`src/hw/rtl/bsfc_pkg.sv`:
```
// Package for the balance state feedback controller.
// Holds the sequencer step type, the control and status structs, fixed-point widths,
// scaling constants, register indexes and rounding/saturation helpers.
package bsfc_pkg;

   localparam int ACCEL_W = 17;
   localparam int GYRO_W  = 16;
   localparam int WHEEL_W = 18;
   localparam int DRIVE_W = 18;
   localparam int STATE_W = 32;

   localparam int MUL_A_W = 45;
   localparam int MUL_B_W = 21;
   localparam int PROD_W  = MUL_A_W + MUL_B_W;
   localparam int TILT_W  = 25;
   localparam int RATE_W  = 23;
   localparam int COMP_W  = 34;
   localparam int U_W     = 44;
   localparam int DRV_SUM_W = 52;

   localparam int CSR_INDEX_W = 3;
   localparam int CSR_DATA_W  = 18;

   localparam int DEG2RAD_Q24    = 292818;
   localparam int DEG2RAD_DT_Q32 = 749613;
   localparam int MILLI_Q20      = 1049;
   localparam int TILT_BIAS_Q16  = 473;
   localparam int BLEND_GYRO_Q16 = 62259;
   localparam int BLEND_TILT_Q16 = 3277;

   localparam logic [CSR_INDEX_W-1:0] REG_TILT_GAIN     = 3'd0;
   localparam logic [CSR_INDEX_W-1:0] REG_RATE_GAIN     = 3'd1;
   localparam logic [CSR_INDEX_W-1:0] REG_INTEGRAL_GAIN = 3'd2;
   localparam logic [CSR_INDEX_W-1:0] REG_WHEEL_GAIN    = 3'd3;
   localparam logic [CSR_INDEX_W-1:0] REG_WHEEL_LIMIT   = 3'd4;
   localparam logic [CSR_INDEX_W-1:0] REG_STALL_OFFSET  = 3'd5;
   localparam logic [CSR_INDEX_W-1:0] REG_RIGHT_TRIM    = 3'd6;
   localparam logic [CSR_INDEX_W-1:0] REG_DEAD_BAND     = 3'd7;

   localparam logic [17:0] TILT_GAIN_RST     = 18'd102400;
   localparam logic [15:0] RATE_GAIN_RST     = 16'd205;
   localparam logic [15:0] INTEGRAL_GAIN_RST = 16'd384;
   localparam logic [15:0] WHEEL_GAIN_RST    = 16'd2560;
   localparam logic [16:0] WHEEL_LIMIT_RST   = 17'd8192;
   localparam logic [15:0] STALL_OFFSET_RST  = 16'd4506;
   localparam logic [15:0] RIGHT_TRIM_RST    = 16'd34406;
   localparam logic [15:0] DEAD_BAND_RST     = 16'd4;

   typedef enum logic [3:0] {
      S_IDLE,
      S_ACCEL,
      S_TSUM,
      S_RATE,
      S_GDT,
      S_GUPD,
      S_BLG,
      S_COMP,
      S_RG,
      S_IG,
      S_WG,
      S_UACC,
      S_URND,
      S_TRIM,
      S_DRV
   } step_type;

   typedef struct packed {
      step_type step;
      logic     load_rsp;
   } ctrl_type;

   typedef struct packed {
      logic start;
      logic quiet;
      logic rsp_free;
   } status_type;

   function automatic logic signed [PROD_W-1:0] round_shr(
      input logic signed [PROD_W-1:0] v,
      input int unsigned              sh
   );
      logic signed [PROD_W-1:0] half;
      half = PROD_W'(1) <<< (sh - 1);
      return (v + half) >>> sh;
   endfunction

   function automatic logic signed [STATE_W-1:0] sat_state(
      input logic signed [STATE_W:0] v
   );
      logic signed [STATE_W:0] hi;
      logic signed [STATE_W:0] lo;
      hi = {2'b00, {(STATE_W-1){1'b1}}};
      lo = {2'b11, {(STATE_W-1){1'b0}}};
      if (v > hi) begin
         return hi[STATE_W-1:0];
      end else if (v < lo) begin
         return lo[STATE_W-1:0];
      end
      return v[STATE_W-1:0];
   endfunction

   function automatic logic signed [DRIVE_W-1:0] sat_drive(
      input logic signed [DRV_SUM_W-1:0] v
   );
      logic signed [DRV_SUM_W-1:0] hi;
      logic signed [DRV_SUM_W-1:0] lo;
      hi = {{(DRV_SUM_W-DRIVE_W+1){1'b0}}, {(DRIVE_W-1){1'b1}}};
      lo = {{(DRV_SUM_W-DRIVE_W+1){1'b1}}, {(DRIVE_W-1){1'b0}}};
      if (v > hi) begin
         return hi[DRIVE_W-1:0];
      end else if (v < lo) begin
         return lo[DRIVE_W-1:0];
      end
      return v[DRIVE_W-1:0];
   endfunction

endpackage

```
`src/hw/rtl/bsfc_mul.sv`:
```
// Shared signed multiplier with a registered product.
// Uses widths from bsfc_pkg.
module bsfc_mul (
   input  logic                                   clock,
   input  logic signed [bsfc_pkg::MUL_A_W-1:0]    a,
   input  logic signed [bsfc_pkg::MUL_B_W-1:0]    b,
   output logic signed [bsfc_pkg::PROD_W-1:0]     prod_ff
);

   logic signed [bsfc_pkg::PROD_W-1:0] prod_in;

   always_comb begin
      prod_in = bsfc_pkg::PROD_W'(a) * bsfc_pkg::PROD_W'(b);
   end

   always_ff @(posedge clock) begin
      prod_ff <= prod_in;
   end

endmodule

```
`config.mk`:
```
export PLATFORM = sky130hd
export DESIGN_NAME = bsfc_mul
export DESIGN_NICKNAME = d
export VERILOG_FILES = /design/src/hw/rtl/bsfc_pkg.sv /design/src/hw/rtl/bsfc_mul.sv
export SDC_FILE = /design/constraint.sdc
export NUM_CORES = 2
export LEC_CHECK = 0
export ABC_AREA = 1
export ABC_CLOCK_PERIOD_IN_PS = 10600
export BUFFER_PORTS_ARGS = -buffer_cell sky130_fd_sc_hd__buf_2
export CORE_MARGIN = 4
export CORE_UTILIZATION = 30
export CTS_CLUSTER_DIAMETER = 120
export DETAILED_ROUTE_END_ITERATION = 7
export PLACE_DENSITY_LB_ADDON = 0.1
export SETUP_SLACK_MARGIN = 0.5
export SYNTH_ARGS = -nofsm -noshare
export SYNTH_HDL_FRONTEND = slang
export SYNTH_SLANG_ARGS = --single-unit
```
`constraint.sdc`:
```
create_clock -name clock -period 10.6 [get_ports clock]
set_clock_uncertainty 0.1 [all_clocks]
set_input_delay 2.12 -clock clock [delete_from_list [all_inputs] [get_ports clock]]
set_output_delay 2.12 -clock clock [all_outputs]
set_load 0.05 [all_outputs]
```
==> flow_summary.json <==
{
  "antenna_found_initial": 5,
  "multi_input_area_um2": 27900,
  "drive_above_1_share_pct": 4.79,
  "clock_sinks": 66,
  "fillers": 13100,
  "fin_crit_ps": 9140,
  "dieHeight_um": 354,
  "remaining_drc_errors": 0,
  "avgViaCountPerCell": 4.30,
  "worstMarginPinSlew_ps": 1030,
  "min_from": "a[0]",
  "ys_seq_area_share_pct": 3.67,
  "grt_use_total_pct": 19.2,
  "grtUsageMet1_pct": 25.9,
  "crit_required_ps": 10760,
  "seq_area_um2": 1320,
  "post_cts_resized": 0,
  "slew_headroom_pct": 31.3,
  "cts_max_level": 3,
  "ys_warn_count": 0,
  "yosysUniqueCellTypes": 27,
  "fmax_mhz": 109,
  "vias": 27400,
  "n_antenna_cell": 0,
  "hold_viol": 0,
  "dieArea_um2": 125000,
  "gp_congestion": 0.866,
  "synthToLayoutAreaGrowth_pct": 6.90,
  "grt_max_degree": 39,
  "detail-route-antenna-nets": 0,
  "cp-end-kind": "flip-flop",
  "path_class": "primary input to flip-flop",
  "grtUsageMet3_pct": 1.26,
  "cts_setup_buffers": 0,
  "slew_viol_final": 0,
  "holdPathEnd": "prod_ff[0]",
  "cts_made_buffers": 9,
  "status": "completed",
  "synth_cells": 4797,
  "die_x_um": 354,
  "portBuffers": 132,
  "worstPathArrival_ps": 9300,
  "routed_wl_um": 116000,
  "place_hpwl_um": 98500,
  "busiest_layer": "met2",
  "fin_crit_sh_pct": 86.2,
  "grt.overflow.total": 0,
  "setup_viol": 0,
  "post_drt_wl_per_cell_um": 18.2,
  "yosys.area.top_type": "fa_1",
  "cts_tree": "built",
  "crit_fanout": 20,
  "clockBufferDepth": 2,
  "synth_fp_nets": 5938,
  "drv_cap": 0,
  "grt_pass1_wl_um": 185000,
  "fp.coreArea_um2": 119000,
  "io-pin-count": 133,
  "initialDrtViolationCount": 1536,
  "synth.area.top_cells": "fa_1, inv_1, nand2_1",
  "synth_area_per_cell_um2": 7.50,
  "hold_class": "primary input to flip-flop",
  "synth-seq-cells": 66,
  "fin_nets": 5920,
  "rsz0062_at_grt": "false",
  "clock-root-buffer": "clkbuf_16",
  "start_util_pct": 30.3,
  "rows": 126,
  "postLayoutCellArea_um2": 38400,
  "synth_area_um2": 36000,
  "first_global_vias": 30300,
  "min_path_cells": 3,
  "clkTransAtPathRegs_ps": 70,
  "dr.pass1.iters": 5,
  "finalSetupTns_ps": 0,
  "reg_top3": "prod_ff: 66 flops",
  "largest_reg_flops": 66,
  "critPathLaunchType": "primary input",
  "placed_area_um2": 38200,
  "use_met2_pct": 34.0,
  "cts-hold-fix-buffers": 0,
  "synth_top_area_share_pct": 50.9,
  "top_register": "prod_ff"
}
## Yosys cell counts, drive strengths merged
cell type  count
xnor2          1
clkbuf       194
xor2          29
dfxtp         66
fa           915
inv         1588
o21bai        12
nand3         71
nor2         132
clkinv         3
nand4         23
and3           8
nand2       1507
nor4           8
o21ai          5
and2           2
a21oi         52
nor3          11
or2           11
ha           159
## cell type report
cell class | count | share of cell area [%]
clock buffer | 12 | 0.693
tap | 1600 | 5.21
timing repair buffer | 165 | 2.41
sequential | 66 | 3.44
inverter | 1591 | 15.5
clock inverter | 2 | 0.0325
multi-input combinational | 2946 | 72.7
## logic make-up after synthesis
family | after synthesis | share of synthesized area [%]
and+or+nand+nor | 1773 | 19.5
AOI/OAI and AO/OA | 69 | 1.04
adders and majority gates | 1074 | 56.5
xor gates and xnor gates | 30 | 0.731
DFF | 66 | 3.67
buffers and inverters | 1785 | 18.6
## through the flow
step / setup slack (ps) / cells / util [%] / hold WS [ps]
4_1_cts: 1500 / 6382 / 32.4 / 2180
3_5_place_dp: 1120 / 6368 / 32.2 / 2490
6_report: 1460 / 6382 / 32.4 / 2180
5_1_grt: 1110 / 6382 / 32.4 / 2210
3_3_place_gp: 1070 / 6368 / 32.2 / 2490
2_1_floorplan: 2460 / 4797 / - / 2320
## layout by cell type (no fill, tap or decap), types with 2 or more instances in the layout
cell type	instances
clkinv_1	3
nor2_1	110
inv_1	1585
xor2_1	29
and2_1	2
a21oi_1	52
nor2_4	2
o21bai_1	12
dfxtp_1	66
nand3_2	3
clkbuf_8	3
nor2_2	20
and3_1	8
or2_2	10
nor4_1	8
ha_1	159
nand2_1	1496
o21ai_0	5
nand4_1	23
nor3_1	10
inv_2	3
buf_4	35
nand3_1	68
clkbuf_16	9
nand2_2	11
buf_2	129
fa_1	915
## worst max path at each step
stage               from           to  slack, ps  cells past startpoint
finish              b[4]  prod_ff[64]       1460                     20
global route        b[4]  prod_ff[64]       1110                     22
CTS                 b[4]  prod_ff[64]       1500                     22
detailed placement  b[4]  prod_ff[64]       1120                     22
global placement    b[4]  prod_ff[64]       1070                     22
floorplan           b[3]  prod_ff[64]       2460                     24
## worst max-delay path: stages
cell     delay [ps]
buf_2           450
buf_4           410
nand2_1          80
inv_1           120
fa_1            570
fa_1            560
fa_1            910
fa_1            550
fa_1            540
inv_1            50
fa_1            450
fa_1            510
inv_1            40
ha_1            420
nand2_1         240
nor3_1          590
and3_1          270
nand2_1         160
nand3_1         130
nand2_1          60
## per-layer routing
layer  share of wire, %  up-vias
li1                   -    13000
met2                 49      454
met4                2.3        0
met1                 46    13900
met3                2.7       91
met5                  0        -
Power is left out: the tool's default activity adds up to more than one toggle a clock period on the data nets, which glitch-free logic cannot reach.
