**config.mk**
```make
export PLATFORM = sky130hd
export DESIGN_NAME = bsfc_seq
export DESIGN_NICKNAME = d
export VERILOG_FILES = /design/src/hw/rtl/bsfc_pkg.sv /design/src/hw/rtl/bsfc_seq.sv
export SDC_FILE = /design/constraint.sdc
export NUM_CORES = 1
export LEC_CHECK = 0
export BUFFER_PORTS_ARGS = -buffer_cell sky130_fd_sc_hd__buf_4
export CORE_AREA = 3 3 40 42
export DETAILED_ROUTE_END_ITERATION = 12
export DIE_AREA = 0 0 43 45
export PLACE_DENSITY = 0.42
export REMOVE_ABC_BUFFERS = 1
export SETUP_SLACK_MARGIN = 0.3
export SKIP_CTS_REPAIR_TIMING = 1
export SYNTH_ARGS = -nofsm -noshare
export SYNTH_HDL_FRONTEND = slang
export SYNTH_SLANG_ARGS = --single-unit
```
**constraint.sdc**
```tcl
create_clock -name clock -period 2.55 [get_ports clock]
set_input_delay 0.1275 -clock clock [delete_from_list [all_inputs] [get_ports clock]]
set_output_delay 0.1275 -clock clock [all_outputs]
set_load 0.05 [all_outputs]
```
**src/hw/rtl/bsfc_pkg.sv**
```systemverilog
// Package for the balance state feedback controller.
// Holds the sequencer step type, the control and status structs, fixed-point widths,
// scaling constants, register indexes and rounding/saturation helpers.
package bsfc_pkg;

   localparam int ACCEL_W = 17;
   localparam int GYRO_W  = 16;
   localparam int WHEEL_W = 18;
   localparam int DRIVE_W = 18;
   localparam int STATE_W = 32;

   localparam int MUL_A_W = 45;
   localparam int MUL_B_W = 21;
   localparam int PROD_W  = MUL_A_W + MUL_B_W;
   localparam int TILT_W  = 25;
   localparam int RATE_W  = 23;
   localparam int COMP_W  = 34;
   localparam int U_W     = 44;
   localparam int DRV_SUM_W = 52;

   localparam int CSR_INDEX_W = 3;
   localparam int CSR_DATA_W  = 18;

   localparam int DEG2RAD_Q24    = 292818;
   localparam int DEG2RAD_DT_Q32 = 749613;
   localparam int MILLI_Q20      = 1049;
   localparam int TILT_BIAS_Q16  = 473;
   localparam int BLEND_GYRO_Q16 = 62259;
   localparam int BLEND_TILT_Q16 = 3277;

   localparam logic [CSR_INDEX_W-1:0] REG_TILT_GAIN     = 3'd0;
   localparam logic [CSR_INDEX_W-1:0] REG_RATE_GAIN     = 3'd1;
   localparam logic [CSR_INDEX_W-1:0] REG_INTEGRAL_GAIN = 3'd2;
   localparam logic [CSR_INDEX_W-1:0] REG_WHEEL_GAIN    = 3'd3;
   localparam logic [CSR_INDEX_W-1:0] REG_WHEEL_LIMIT   = 3'd4;
   localparam logic [CSR_INDEX_W-1:0] REG_STALL_OFFSET  = 3'd5;
   localparam logic [CSR_INDEX_W-1:0] REG_RIGHT_TRIM    = 3'd6;
   localparam logic [CSR_INDEX_W-1:0] REG_DEAD_BAND     = 3'd7;

   localparam logic [17:0] TILT_GAIN_RST     = 18'd102400;
   localparam logic [15:0] RATE_GAIN_RST     = 16'd205;
   localparam logic [15:0] INTEGRAL_GAIN_RST = 16'd384;
   localparam logic [15:0] WHEEL_GAIN_RST    = 16'd2560;
   localparam logic [16:0] WHEEL_LIMIT_RST   = 17'd8192;
   localparam logic [15:0] STALL_OFFSET_RST  = 16'd4506;
   localparam logic [15:0] RIGHT_TRIM_RST    = 16'd34406;
   localparam logic [15:0] DEAD_BAND_RST     = 16'd4;

   typedef enum logic [3:0] {
      S_IDLE,
      S_ACCEL,
      S_TSUM,
      S_RATE,
      S_GDT,
      S_GUPD,
      S_BLG,
      S_COMP,
      S_RG,
      S_IG,
      S_WG,
      S_UACC,
      S_URND,
      S_TRIM,
      S_DRV
   } step_type;

   typedef struct packed {
      step_type step;
      logic     load_rsp;
   } ctrl_type;

   typedef struct packed {
      logic start;
      logic quiet;
      logic rsp_free;
   } status_type;

   function automatic logic signed [PROD_W-1:0] round_shr(
      input logic signed [PROD_W-1:0] v,
      input int unsigned              sh
   );
      logic signed [PROD_W-1:0] half;
      half = PROD_W'(1) <<< (sh - 1);
      return (v + half) >>> sh;
   endfunction

   function automatic logic signed [STATE_W-1:0] sat_state(
      input logic signed [STATE_W:0] v
   );
      logic signed [STATE_W:0] hi;
      logic signed [STATE_W:0] lo;
      hi = {2'b00, {(STATE_W-1){1'b1}}};
      lo = {2'b11, {(STATE_W-1){1'b0}}};
      if (v > hi) begin
         return hi[STATE_W-1:0];
      end else if (v < lo) begin
         return lo[STATE_W-1:0];
      end
      return v[STATE_W-1:0];
   endfunction

   function automatic logic signed [DRIVE_W-1:0] sat_drive(
      input logic signed [DRV_SUM_W-1:0] v
   );
      logic signed [DRV_SUM_W-1:0] hi;
      logic signed [DRV_SUM_W-1:0] lo;
      hi = {{(DRV_SUM_W-DRIVE_W+1){1'b0}}, {(DRIVE_W-1){1'b1}}};
      lo = {{(DRV_SUM_W-DRIVE_W+1){1'b1}}, {(DRIVE_W-1){1'b0}}};
      if (v > hi) begin
         return hi[DRIVE_W-1:0];
      end else if (v < lo) begin
         return lo[DRIVE_W-1:0];
      end
      return v[DRIVE_W-1:0];
   endfunction

endpackage

```
**src/hw/rtl/bsfc_seq.sv**
```systemverilog
// Step sequencer driving the shared multiplier datapath.
// Uses step_type, ctrl_type and status_type from bsfc_pkg.
module bsfc_seq (
   input  logic                 clock,
   input  logic                 reset,
   input  bsfc_pkg::status_type status,
   output bsfc_pkg::ctrl_type   ctrl
);

   bsfc_pkg::step_type state_ff;
   bsfc_pkg::step_type state_in;

   always_ff @(posedge clock) begin
      if (reset) begin
         state_ff <= bsfc_pkg::S_IDLE;
      end else begin
         state_ff <= state_in;
      end
   end

   always_comb begin
      state_in      = state_ff;
      ctrl.step     = state_ff;
      ctrl.load_rsp = 1'b0;
      unique case (state_ff)
         bsfc_pkg::S_IDLE: begin
            if (status.start) begin
               state_in = bsfc_pkg::S_ACCEL;
            end
         end
         bsfc_pkg::S_ACCEL: state_in = bsfc_pkg::S_TSUM;
         bsfc_pkg::S_TSUM:  state_in = bsfc_pkg::S_RATE;
         bsfc_pkg::S_RATE:  state_in = bsfc_pkg::S_GDT;
         bsfc_pkg::S_GDT:   state_in = bsfc_pkg::S_GUPD;
         bsfc_pkg::S_GUPD:  state_in = bsfc_pkg::S_BLG;
         bsfc_pkg::S_BLG:   state_in = bsfc_pkg::S_COMP;
         bsfc_pkg::S_COMP:  state_in = bsfc_pkg::S_RG;
         bsfc_pkg::S_RG:    state_in = bsfc_pkg::S_IG;
         bsfc_pkg::S_IG:    state_in = bsfc_pkg::S_WG;
         bsfc_pkg::S_WG:    state_in = bsfc_pkg::S_UACC;
         bsfc_pkg::S_UACC:  state_in = bsfc_pkg::S_URND;
         bsfc_pkg::S_URND:  state_in = bsfc_pkg::S_TRIM;
         bsfc_pkg::S_TRIM: begin
            if (status.quiet) begin
               state_in = bsfc_pkg::S_IDLE;
            end else begin
               state_in = bsfc_pkg::S_DRV;
            end
         end
         bsfc_pkg::S_DRV: begin
            if (status.rsp_free) begin
               ctrl.load_rsp = 1'b1;
               state_in      = bsfc_pkg::S_IDLE;
            end
         end
         default: state_in = bsfc_pkg::S_IDLE;
      endcase
   end

endmodule

```
==> results.py <==
metrics = {
    "power_and_ir_drop": {
        "power_frac_comb": 0.184,
        "p_sw_frac": 0.283,
        "p_leak_nw": 0.124,
        "netSwitchingPower_uw": 52.6,
        "pwr-share-seq": 0.403,
        "power.total_uw": 186,
        "powerDensity_nw_per_um2": 616,
        "ir_drop_v": 0.000173,
        "clock_power_share": 0.413,
        "intPower_uw": 133,
    },
    "critical_path": {
        "cp_slowest_stage_delay_ns": 0.44,
        "cpLargestDelayFamily": "flip-flops",
        "cp-start-kind": "flop",
        "worst_path_max_delay_cell": "dfxtp_1",
        "path_buf_inv": 1,
        "worstSetupPathType": "flop to output pin",
        "cp_max_fo": 9,
        "cp.required_ns": 2.42,
        "cp_cell_sequence": "nand3_1, nor3b_1, buf_4",
        "cp-end-kind": "output pin",
        "arrival_ns": 1.25,
    },
    "timing": {
        "hold_violations": 0,
        "period_share": 0.540,
        "fin_tns_setup_ns": 0,
        "slew_headroom": 0.791,
        "tightest_slew_ns": 0.313,
        "fin_skew_ns": 0.00271,
        "rsz0062_at_grt": "false",
        "period_minus_slack_ns": 1.38,
        "report.final.slew_viol_count": 0,
        "timing.fmax_mhz": 726,
        "setup_violations": 0,
    },
    "synth": {
        "synth_cells": 24,
        "synth_seq_cells": 4,
        "synth_fa_ha_area_frac": 0,
        "synth-compound-area-share": 0.190,
        "syn_area_sq_um": 204,
        "ys_warn_count": 0,
        "synth_top_family_by_area": "simple AND/OR/NAND/NOR gates",
        "syn_area_per_cell_sq_um": 8.50,
        "synth.distinct_cells": 14,
        "synth-simple-area-share": 0.362,
        "synth.yosys.seq_area_share": 0.393,
        "synthMuxAreaShare": 0,
        "synth_xor_area_frac": 0,
    },
    "drt": {
        "num_vias": 229,
        "drt_wl_total_um": 527,
        "wire_per_inst_um": 10.5,
        "first_pass_iters": 2,
        "dr.first_iter.drc_count": 4,
        "drcViolationCount": 0,
        "via_per_inst": 4.58,
        "ant_nets": 0,
    },
    "run": {
        "maxCapViolCount": 0,
    },
    "clock_tree": {
        "clockRootBuffer": "clkbuf_4",
        "clk_latency_ns": 0.23,
        "cts_tree": "built",
        "path_clk_slew_ns": 0.03,
        "clockBufferDepth": 2,
        "h-tree-depth": 1,
        "cts_sinks": 4,
        "cts_made_buffers": 3,
    },
    "global_route": {
        "grt-ovfl-total": 0,
        "grt_use_total": 0.0699,
        "grt_pass1_vias": 243,
        "antenna_found_initial": 0,
        "grt_max_degree": 12,
        "grt_pass1_wl_um": 952,
    },
    "cells_and_area": {
        "area_growth_pct": 47.9,
        "instances_no_fill": 50,
        "reg_top3": "state_ff (4)",
        "nFillCells": 149,
        "regMostFlops": "state_ff",
        "n_antenna_cell": 0,
        "drive_above_1_share": 0.343,
        "largest_reg_flops": 4,
        "final_nets": 42,
    },
    "place": {
        "io_buffers": 9,
        "hpwl_um": 405,
        "gp_congestion": 0.639,
        "dp_cells": 47,
    },
    "die": {
        "core-area_sq_um": 1280,
        "placementRows": 13,
        "start_util": 0.159,
        "ios": 10,
        "dieArea_sq_um": 1940,
        "die_x_um": 43,
        "die_y_um": 45,
    },
    "outcome": {
        "outcome": "complete, no violations",
    },
    "min_path": {
        "min_path_type": "input pin to flop",
    },
}
## cell usage after synthesis, drive strengths merged
master / n / area share
dfxtp: 4 / 0.39
nand3: 3 / 0.074
a21oi: 2 / 0.049
and3: 2 / 0.061
nand2: 2 / 0.037
nand3b: 2 / 0.074
nor4: 2 / 0.061
o21ai: 2 / 0.049
a2111oi: 1 / 0.049
a311oi: 1 / 0.043
buf: 1 / 0.055
nor2: 1 / 0.018
nor3b: 1 / 0.037
## power by group through the flow
| stage | Sequential, mW | Clock [mW] | Combinational [mW] |
|---|---|---|---|
| final | 0.0748 | 0.0767 | 0.0342 |
| after global routing | 0.0763 | 0.0875 | 0.0369 |
| after CTS | 0.0749 | 0.0824 | 0.0344 |
| after detailed placement | 0.0760 | 0 | 0.0343 |
| after global placement | 0.0756 | 0 | 0.0346 |
| after floorplan | 0.0868 | 0 | 0.00833 |
## kinds of logic after synthesis
kind of cell,count (synthesis)
simple gates,13
flops,4
compound gates,6
buf+inv,1
## cell usage in the layout, fill, tap and decap left out, drive strengths merged
cell type,instances
buf,9
dfxtp,4
nand3,3
clkbuf,3
nor4,2
and3,2
nand2,2
a21oi,2
nand3b,2
o21ai,2
nor3b,1
a2111oi,1
nor2,1
a311oi,1
## routing by layer
| metal | share of wire | vias to the layer above | GRT usage |
|---|---|---|---|
| li1 | - | 117 | - |
| met4 | 0 | 0 | 0.0361 |
| met3 | 0.076 | 0 | 0.0558 |
| met2 | 0.49 | 7 | 0.102 |
| met1 | 0.43 | 105 | 0.0723 |
| met5 | 0 | - | 0 |
## area by class of cell
type / count / area (sq um) / share of cell area
timing repair buffer: 9 / 67.6 / 0.224
clock buffer: 3 / 22.5 / 0.0747
tap: 15 / 18.8 / 0.0622
multi-input combinational: 19 / 113 / 0.373
sequential: 4 / 80.1 / 0.266
## path summary, 6_finish.rpt
kind	startpoint	to	slack, ns	cells after the start
min	reset	state_ff[1]	0.09	2
max	state_ff[2]	ctrl[0]	1.17	3
min reg2reg	state_ff[3]	state_ff[3]	0.60	2
max reg2reg	state_ff[1]	state_ff[3]	1.44	3
## through the flow
| stage | util | area [sq um] | hold WS, ns | setup slack, ns |
|---|---|---|---|---|
| after floorplan | - | 193 | 0.197 | 0.341 |
| after global placement | 0.217 | 279 | 0.332 | 1.42 |
| after detailed placement | 0.217 | 279 | 0.326 | 1.39 |
| after CTS | 0.235 | 302 | 0.0817 | 1.14 |
| after global routing | 0.235 | 302 | 0.0888 | 1.06 |
| final | 0.235 | 302 | 0.0880 | 1.17 |
(Power assumes the default switching activity.)
